$ cat src/smpq_pkg.sv
// Shared types and constants for the sorted min-priority queue.
// No dependencies; compiled first.
package smpq_pkg;

    localparam int VALUE_W  = 32;
    localparam int STATUS_W = 2;
    localparam int COUNT_W  = 5;

    typedef enum logic {
        OP_ENQ = 1'b0,
        OP_DEQ = 1'b1
    } t_opcode;

    typedef enum logic [STATUS_W-1:0] {
        ST_OK        = 2'd0,
        ST_UNDERFLOW = 2'd1,
        ST_OVERFLOW  = 2'd2
    } t_status;

    // controller -> datapath
    typedef struct packed {
        logic load;   // a transaction is taken this cycle
        logic enq;    // insert the value
        logic deq;    // remove the head entry
    } t_cmd;

    // datapath -> controller
    typedef struct packed {
        logic empty;
        logic full;
    } t_flags;

endpackage

$ cat src/smpq_if.sv
// Valid/ready channel interfaces for the queue's request and response sides.
// Depends on smpq_pkg.
interface smpq_in_if import smpq_pkg::*; ();
    logic                      valid;
    logic                      ready;
    t_opcode                   opcode;
    logic signed [VALUE_W-1:0] value;

    modport source (output valid, output opcode, output value, input ready);
    modport sink   (input valid, input opcode, input value, output ready);
endinterface

interface smpq_out_if import smpq_pkg::*; ();
    logic                      valid;
    logic                      ready;
    logic signed [VALUE_W-1:0] out_value;
    t_status                   status;
    logic [COUNT_W-1:0]        entry_count;
    logic                      is_empty;

    modport source (output valid, output out_value, output status, output entry_count,
                    output is_empty, input ready);
    modport sink   (input valid, input out_value, input status, input entry_count,
                    input is_empty, output ready);
endinterface

$ cat src/smpq_ctrl.sv
// Handshake controller: decides the operation and holds the response status.
// Depends on smpq_pkg.
module smpq_ctrl import smpq_pkg::*; (
    input  logic    i_clk,
    input  logic    i_rst_n,
    input  logic    i_in_valid,
    input  t_opcode i_opcode,
    output logic    o_in_ready,
    output logic    o_out_valid,
    input  logic    i_out_ready,
    input  t_flags  i_flags,
    output t_cmd    o_cmd,
    output t_status o_status
);

    typedef enum logic {
        S_IDLE,
        S_HOLD
    } t_state;

    t_state  r_state;
    t_status r_status;
    t_state  n_state;
    t_status n_status;
    logic    w_accept;

    assign o_in_ready  = (r_state == S_IDLE) || i_out_ready;
    assign o_out_valid = (r_state == S_HOLD);
    assign o_status    = r_status;
    assign w_accept    = i_in_valid && o_in_ready;

    always_comb begin
        o_cmd.load = w_accept;
        o_cmd.enq  = w_accept && (i_opcode == OP_ENQ) && !i_flags.full;
        o_cmd.deq  = w_accept && (i_opcode == OP_DEQ) && !i_flags.empty;
        n_state    = r_state;
        n_status   = r_status;
        if (w_accept) begin
            n_state = S_HOLD;
            if (i_opcode == OP_ENQ) begin
                n_status = i_flags.full ? ST_OVERFLOW : ST_OK;
            end else begin
                n_status = i_flags.empty ? ST_UNDERFLOW : ST_OK;
            end
        end else if (i_out_ready) begin
            n_state = S_IDLE;
        end
    end

    always_ff @(posedge i_clk) begin
        if (!i_rst_n) begin
            r_state  <= S_IDLE;
            r_status <= ST_OK;
        end else begin
            r_state  <= n_state;
            r_status <= n_status;
        end
    end

endmodule

$ cat src/smpq_dp.sv
// Datapath: a row of compare-and-shift cells, the entry count and the result value.
// Depends on smpq_pkg.
module smpq_dp import smpq_pkg::*; #(
    parameter int CAPACITY   = 16,
    parameter int DATA_WIDTH = 32
) (
    input  logic                      i_clk,
    input  logic                      i_rst_n,
    input  t_cmd                      i_cmd,
    input  logic signed [VALUE_W-1:0] i_value,
    output t_flags                    o_flags,
    output logic signed [VALUE_W-1:0] o_out_value,
    output logic [COUNT_W-1:0]        o_entry_count
);

    localparam int CW = $clog2(CAPACITY + 1);
    localparam int EW = (DATA_WIDTH > VALUE_W) ? DATA_WIDTH : VALUE_W;

    logic signed [DATA_WIDTH-1:0] r_cell [CAPACITY];
    logic signed [DATA_WIDTH-1:0] n_cell [CAPACITY];
    logic [CAPACITY-1:0]          w_le;      // cell holds an entry <= new value
    logic [CW-1:0]                r_count;
    logic signed [VALUE_W-1:0]    r_out_value;
    logic signed [EW-1:0]         w_in_ext;
    logic signed [DATA_WIDTH-1:0] w_key;
    logic signed [EW-1:0]         w_head_ext;

    assign w_in_ext   = EW'(i_value);
    assign w_key      = w_in_ext[DATA_WIDTH-1:0];
    assign w_head_ext = EW'(r_cell[0]);

    for (genvar g = 0; g < CAPACITY; g++) begin : g_cell
        assign w_le[g] = (CW'(g) < r_count) && (r_cell[g] <= w_key);

        always_comb begin
            n_cell[g] = r_cell[g];
            if (i_cmd.enq) begin
                if (w_le[g]) begin
                    n_cell[g] = r_cell[g];
                end else if (g == 0) begin
                    n_cell[g] = w_key;
                end else if (w_le[(g > 0) ? g - 1 : 0]) begin
                    n_cell[g] = w_key;
                end else begin
                    n_cell[g] = r_cell[(g > 0) ? g - 1 : 0];
                end
            end else if (i_cmd.deq) begin
                if (g < CAPACITY - 1) begin
                    n_cell[g] = r_cell[(g < CAPACITY - 1) ? g + 1 : g];
                end
            end
        end

        always_ff @(posedge i_clk) begin
            r_cell[g] <= n_cell[g];
        end
    end

    always_ff @(posedge i_clk) begin
        if (!i_rst_n) begin
            r_count <= '0;
        end else if (i_cmd.enq) begin
            r_count <= r_count + CW'(1);
        end else if (i_cmd.deq) begin
            r_count <= r_count - CW'(1);
        end
    end

    always_ff @(posedge i_clk) begin
        if (i_cmd.load) begin
            r_out_value <= i_cmd.deq ? w_head_ext[VALUE_W-1:0] : '0;
        end
    end

    assign o_flags.empty  = (r_count == '0);
    assign o_flags.full   = (r_count == CW'(CAPACITY));
    assign o_out_value    = r_out_value;
    assign o_entry_count  = COUNT_W'(r_count);

endmodule

$ cat src/sorted_min_priority_queue.sv
// Top level of the sorted min-priority queue.
// Depends on smpq_pkg, smpq_if, smpq_ctrl and smpq_dp.
//
// Usage:
//   i_in  (sink)   : one transaction per request; opcode OP_ENQ inserts value,
//                    OP_DEQ removes the smallest entry. Equal values leave in
//                    arrival order.
//   o_out (source) : exactly one transaction per request, carrying the removed
//                    value (zero unless a dequeue succeeded), a status code
//                    (ok, underflow on empty dequeue, overflow on full enqueue),
//                    the entry count after the request and an empty flag.
// Latency: the response is valid the cycle after the request is taken.
// Throughput: one request per cycle while o_out.ready is high. Every cell of the sorted row compares
//   against the new value in parallel and shifts by at most one place, so an
//   insert or a remove updates the whole row at once whatever the fill level.
// Stall: the response register holds its transaction while o_out.ready is low;
//   a new request is taken only when that register is empty or being drained
//   in the same cycle, so i_in.ready follows o_out.ready combinationally.
// Reset: synchronous, active low; the queue comes up empty with no response
//   pending. Cell contents are not cleared; only slots below the count are read.
module sorted_min_priority_queue import smpq_pkg::*; #(
    parameter int CAPACITY   = 16,
    parameter int DATA_WIDTH = 32
) (
    input  logic       i_clk,
    input  logic       i_rst_n,
    smpq_in_if.sink    i_in,
    smpq_out_if.source o_out
);

    t_cmd   w_cmd;
    t_flags w_flags;

    // handshake and operation decode
    smpq_ctrl u_ctrl (
        .i_clk       (i_clk),
        .i_rst_n     (i_rst_n),
        .i_in_valid  (i_in.valid),
        .i_opcode    (i_in.opcode),
        .o_in_ready  (i_in.ready),
        .o_out_valid (o_out.valid),
        .i_out_ready (o_out.ready),
        .i_flags     (w_flags),
        .o_cmd       (w_cmd),
        .o_status    (o_out.status)
    );

    // sorted storage and result value
    smpq_dp #(
        .CAPACITY   (CAPACITY),
        .DATA_WIDTH (DATA_WIDTH)
    ) u_dp (
        .i_clk         (i_clk),
        .i_rst_n       (i_rst_n),
        .i_cmd         (w_cmd),
        .i_value       (i_in.value),
        .o_flags       (w_flags),
        .o_out_value   (o_out.out_value),
        .o_entry_count (o_out.entry_count)
    );

    // count only changes with a new transaction, so it matches the held response
    assign o_out.is_empty = (o_out.entry_count == '0);

endmodule

$ cat src/flat_wrapper.sv
// flat-port wrapper written by rule: the top's interface ports become plain ports
module sorted_min_priority_queue_flat import smpq_pkg::*;
#(
    parameter int CAPACITY   = 16,
    parameter int DATA_WIDTH = 32
)
  (i_clk, i_rst_n, i_in_valid, i_in_opcode, i_in_value, i_in_ready, o_out_valid, o_out_out_value, o_out_status, o_out_entry_count, o_out_is_empty, o_out_ready);
  smpq_in_if i_in_i ();
  smpq_out_if o_out_i ();
  input  logic i_clk;
  input  logic i_rst_n;
  input wire logic [$bits(i_in_i.valid)-1:0] i_in_valid;
  input wire logic [$bits(i_in_i.opcode)-1:0] i_in_opcode;
  input wire logic [$bits(i_in_i.value)-1:0] i_in_value;
  output wire logic [$bits(i_in_i.ready)-1:0] i_in_ready;
  output wire logic [$bits(o_out_i.valid)-1:0] o_out_valid;
  output wire logic [$bits(o_out_i.out_value)-1:0] o_out_out_value;
  output wire logic [$bits(o_out_i.status)-1:0] o_out_status;
  output wire logic [$bits(o_out_i.entry_count)-1:0] o_out_entry_count;
  output wire logic [$bits(o_out_i.is_empty)-1:0] o_out_is_empty;
  input wire logic [$bits(o_out_i.ready)-1:0] o_out_ready;
  assign i_in_i.valid = i_in_valid;
  assign i_in_i.opcode = i_in_opcode;
  assign i_in_i.value = i_in_value;
  assign i_in_ready = i_in_i.ready;
  assign o_out_valid = o_out_i.valid;
  assign o_out_out_value = o_out_i.out_value;
  assign o_out_status = o_out_i.status;
  assign o_out_entry_count = o_out_i.entry_count;
  assign o_out_is_empty = o_out_i.is_empty;
  assign o_out_i.ready = o_out_ready;
  sorted_min_priority_queue #(.CAPACITY(CAPACITY), .DATA_WIDTH(DATA_WIDTH)) u_core (.i_clk(i_clk), .i_rst_n(i_rst_n), .i_in(i_in_i), .o_out(o_out_i));
endmodule
$ cat config.mk
export PLATFORM = sky130hd
export DESIGN_NAME = sorted_min_priority_queue_flat
export DESIGN_NICKNAME = d
export VERILOG_FILES = /design/src/smpq_pkg.sv /design/src/smpq_if.sv /design/src/smpq_ctrl.sv /design/src/smpq_dp.sv /design/src/sorted_min_priority_queue.sv /design/src/flat_wrapper.sv
export SDC_FILE = /design/constraint.sdc
export NUM_CORES = 2
export LEC_CHECK = 0
export ABC_AREA = 1
export BUFFER_PORTS_ARGS = -buffer_cell sky130_fd_sc_hd__buf_2
export CORE_UTILIZATION = 65
export CTS_CLUSTER_DIAMETER = 200
export DETAILED_ROUTE_END_ITERATION = 12
export GPL_ROUTABILITY_DRIVEN = 0
export GPL_TIMING_DRIVEN = 0
export PLACE_DENSITY = 0.79
export SKIP_CTS_REPAIR_TIMING = 1
export SLEW_MARGIN = 20
export SYNTH_ARGS = -nofsm -noshare
export SYNTH_HDL_FRONTEND = slang
export SYNTH_SLANG_ARGS = --single-unit
export TNS_END_PERCENT = 1
$ cat constraint.sdc
create_clock -name i_clk -period 4.49 [get_ports i_clk]
set_input_delay 0.2245 -clock i_clk [delete_from_list [all_inputs] [get_ports i_clk]]
set_output_delay 0.2245 -clock i_clk [all_outputs]
set_load 0.05 [all_outputs]
; ---- After elaboration in Yosys (flattened, before gate mapping)
; Memory sizes are Yosys's and may differ from the RTL's.
; Cells that the tools add are included.
[totals]
ff_bits = 40
ram_bits = 512
mem_count = 1
input_bits = 37
wordCells = 138
[op_classes]
n_bitwise = 2
n_eq_ne = 1
muxes = 69
n_addsub = 2
magnitude_cmp = 32
reduce_logical = 27
[memory_table]
columns = memory, words, word_bits, rd, rd_ports_with_merged_regs, wr, line_no
row1 = u_core.u_dp.r_cell, 16, 32, 16, 0, 16, smpq_dp.sv:19  ; logic signed [DATA_WIDTH-1:0] r_cell [CAPACITY];
[op_table]
columns = op, n
row1 = 32-bit 2-to-1 mux, 62
row2 = 32-bit less-or-equal comparator, 16
row3 = 4-bit by 5-bit less-than comparator with 1-bit output (first input constant), 8
row4 = 1-bit logical AND, 21
row5 = 3-bit by 5-bit less-than comparator with 1-bit output (first input constant), 4
row6 = 1-bit by 5-bit less-than comparator with 1-bit output (first input constant), 2
row7 = 2-bit by 5-bit less-than comparator with 1-bit output (first input constant), 2
row8 = 5-bit 2-to-1 mux, 2
row9 = 5-bit by 1-bit adder with 5-bit output (second input constant), 1
row10 = 5-bit equality test (second input constant), 1
row11 = 5-bit zero test, 1
row12 = 5-bit by 1-bit subtractor with 5-bit output (second input constant), 1
row13 = 2-bit 2-to-1 mux, 2
row14 = 2-bit nonzero test, 2
row15 = 1-bit 2-to-1 mux, 3
row16 = 1-bit zero test, 2
row17 = 1-bit inverter, 2
row18 = 1-bit logical OR, 1

; ---- Depth between registers and ports, before layout
[depth]
word_depth = 7
depth_mapped = 21
mapped_depth_nobuf = 20

; ---- Modules after synthesis
; A second synthesis with hierarchy kept.
[unflattened]
cells_unflattened = 5598
hier_area_um2 = 41293.4
[by_module_without_submodules]
columns = module, seq_area_each_um2, area_each_um2, cells_per_inst, n_inst
row1 = smpq_dp, 16435.8, 41088.2, 5568, 1
row2 = smpq_ctrl, 60.1, 178.9, 23, 1
row3 = sorted_min_priority_queue, 0.0, 26.3, 7, 1

; ---- Worst setup path before layout
; OpenSTA, ideal clock, no wires.
[synth_path]
path_type = reg-to-reg
from = register, netlist name u_core.u_dp.o_entry_count[0]
to = memory u_core.u_dp.r_cell[15][0], in the netlist u_core.u_dp.r_cell[1][224] (enable)
required_ns = 4.058
n_path_buf = 2
arrival_time_ns = 3.431
path_stages_with_launch = 10
setup_slack_ns = 0.627
period_less_slack_ns = 3.863
path_cell_list = dfxtp_1 > inv_1 > ha_1 > inv_2 > nor3_2 > nand2_1 > nand2_2 > buf_6 > clkbuf_1 > a21oi_1
[synth_rtl]
columns = element, line_no
row1 = "end, declared", smpq_dp.sv:19

==> flow_summary.json <==
{
  "worstReg2RegStart": "u_core.u_dp.r_cell[1][223]",
  "power.density_nw_per_um2": 371,
  "relSlewSlack": 0.269,
  "via_count": 36900,
  "die_y_um": 254,
  "initial_core_util": 0.657,
  "grt-ovfl-total": 0,
  "holdPathEnd": "u_core.u_dp.r_cell[1][238]",
  "clk_latency_ps": 620,
  "yosys_warnings": 0,
  "fin_util": 0.719,
  "worstHoldStart": "i_in_value[14]",
  "register_area_sq_um": 16500,
  "leakagePower_uw": 0.0259,
  "synthFlopType": "edfxtp_1",
  "critPathMaxFanout": 32,
  "multiInputGateArea_sq_um": 21400,
  "synth_area_sq_um": 41300,
  "layout.nets": 6253,
  "grt_first_pass_wirelength_um": 188000,
  "violations": "hold timing",
  "cts-buffers-inserted": 66,
  "placed_cells": 6471,
  "ys_seq_elements": 552,
  "yosysMostFrequentCell": "nand2_1",
  "drt-wirelength-per-cell_um": 18.6,
  "setup_violations": 0,
  "syn_inst": 5542,
  "synthToLayoutAreaGrowth_pct": 9.54,
  "finalHoldViolations": 14,
  "antenna_found_initial": 1,
  "vdd_drop_max_mv": 0.359,
  "route.final.wire_length_um": 123000,
  "holdWs_ps": -27.2,
  "rsz0062_at_grt": "no",
  "core_area_sq_um": 63000,
  "path_class": "in2reg",
  "max-cap-violations": 0,
  "h-tree-depth": 3,
  "reg2reg_slack_ps": 960,
  "grt_max_degree": 33,
  "clk_pin_slew_ps": 60,
  "cts_tree": "done",
  "hold_class": "in2reg",
  "synthTopCellsByCount": "nand2_1 (2,892), inv_1 (622), edfxtp_1 (544)",
  "cts_buffer_depth": 3,
  "reg2regPathDepth": 10,
  "fmax_mhz": 262,
  "seq_area_frac_synth": 0.399,
  "drc_errors": 0,
  "fillers": 5031,
  "cts_root_buf": "clkbuf_16",
  "rows": 92,
  "yosys.cell_types.count": 35,
  "synthArstFlopShare": 0,
  "worstMarginPinSlew_ps": 1090,
  "final_cell_count_no_fill": 6599,
  "drt-initial-drc-count": 3934,
  "syn-mean-instance-area_sq_um": 7.46,
  "cts.sinks": 552,
  "yosysTopAreaCellShare": 0.395,
  "min_period_ps": 3820,
  "grt_pass1_vias": 35200,
  "rr_endpoint": "u_core.u_dp.r_cell[1][199]",
  "die-area_sq_um": 64600,
  "cp-start-kind": "primary input",
  "holdPathStages": 3,
  "finalClockSkew_ps": 30.1,
  "viasPerCell": 5.58,
  "synth_edf_count": 544,
  "track_usage": 0.382,
  "required_ps": 4710,
  "ant_nets": 0,
  "dp.final_hpwl_um": 97700,
  "p_total_uw": 16800,
  "finalSetupTns_ps": 0,
  "synth_top_cells_by_area": "edfxtp_1 (40%), nand2_1 (26%), ha_1 (16%), inv_1 (5.6%), a21oi_1 (2.8%)",
  "port_buffers": 78,
  "endpoint_kind": "flop",
  "cp.arrival_ps": 4040,
  "die_x_um": 254,
  "slew_viol_final": 0,
  "fin_crit_sh": 0.851,
  "syn-num-nets": 6094,
  "drive_above_1_share": 0.0744,
  "io_pins": 79,
  "status": "finished, violations left",
  "dr.pass1.iters": 7,
  "synth_area_leader_cell": "edfxtp_1"
}
## metal layers
metal | share of wire | vias to the layer above | GRT usage
li1 | - | 17900 | -
met1 | 0.41 | 16700 | 0.517
met2 | 0.45 | 1926 | 0.613
met3 | 0.095 | 280 | 0.0514
met4 | 0.043 | 0 | 0.167
met5 | 0 | - | 0
## stage by stage
| stage | instance area (sq um) | hold WS [ps] | worst slack, ps |
|---|---|---|---|
| after detailed placement | 43000 | 457 | 422 |
| final | 45300 | -27.2 | 671 |
| after global routing | 45300 | 4.85 | 562 |
| after floorplan | 41300 | 329 | 627 |
| after CTS | 45200 | -109 | 938 |
| after global placement | 42800 | 453 | -827 |
## layout make-up
| type | instances | share of cell area |
|---|---|---|
| multi-input combinational | 4170 | 0.472 |
| sequential | 552 | 0.364 |
| inverter | 631 | 0.0524 |
| clock buffer | 83 | 0.0412 |
| buffer | 189 | 0.0257 |
| tap | 846 | 0.0234 |
| timing repair buffer | 91 | 0.0129 |
| clock inverter | 35 | 0.00845 |
| antenna | 2 | 0.000110 |
## cells by family (layout without fill, tap and decap cells)
logic type,after synthesis,after routing,synth area share
buffers and inverters,820,1029,0.0855
AND/OR/NAND/NOR,3272,3272,0.310
AO/OA/AOI/OAI,383,383,0.0500
flip-flops,552,552,0.399
other,0,2,0
adder cells (fa/ha/maj),515,515,0.156
## layout by cell type, fill, tap and decap left out, types with 2 or more instances in the layout
cell type      netlist  routed
a21o_1              20      20
inv_1              622     621
nand2_2             49      64
ha_1               515     515
nand2_4              9       9
buf_12               0       3
nand3_2              2       2
inv_2                8       9
clkbuf_1            38      48
diode_2              0       2
a31oi_1              2       2
nand3_1             82      82
clkbuf_16            0      73
clkinv_1             0      14
nor3_1               5       5
a21oi_1            235     234
o21a_1              32      32
buf_16               0       2
bufinv_16            0       9
o21ai_1             43      43
nand3b_1             3       3
dlygate4sd3_1        0       8
buf_2               93     171
nor3b_2              3       3
nor2_2               4       4
o211ai_1             2       2
nor2_1             174     174
o21ai_0             45      45
buf_4               26      26
buf_6               32      32
edfxtp_1           544     544
nand2_1           2892    2877
nor4_2               6       6
dfxtp_1              8       8
clkinv_2             0      12
nand4_1             41      41
## registers in the layout, indices dropped and copies added (netlist names)
register,flops
u_core.u_dp.o_out_value,32
u_core.u_ctrl.o_status,2
u_core.u_dp.o_entry_count,5
u_core.u_dp.r_cell,512
u_core.u_ctrl.o_out_valid,1
## worst max-delay path by stage
stage / from / endpoint / depth (start not counted)
detailed placement: i_in_value[7] / u_core.u_dp.r_cell[0][70] / 16
CTS: u_core.u_dp.r_cell[1][223] / u_core.u_dp.r_cell[1][199] / 10
finish: i_in_value[10] / u_core.u_dp.r_cell[0][67] / 16
global route: i_in_value[22] / u_core.u_dp.r_cell[1][100] / 15
global placement: i_in_value[27] / u_core.u_dp.r_cell[1][228] / 13
floorplan: u_core.u_dp.o_entry_count[0] / u_core.u_dp.r_cell[1][224] / 9
## critical path, stage by stage
cell	delay [ps]
dlygate4sd3_1	540
buf_2	150
inv_1	590
ha_1	370
nand3_1	100
nand2_1	70
a21oi_1	150
nand2_1	140
nand2_1	110
nand2_1	60
nand2_1	60
nand3_1	70
nand2_1	280
nand2_2	230
buf_4	240
nand2_2	600
## where the power goes
| group | leakage [uW] | switching (uW) | internal, uW |
|---|---|---|---|
| clock | 0.00111 | 2250 | 3450 |
| combinational | 0.0196 | 2770 | 1380 |
| sequential | 0.00523 | 463 | 6480 |
| total | 0.0259 | 5480 | 11300 |
No activity file was read; power rests on OpenSTA's default activity.
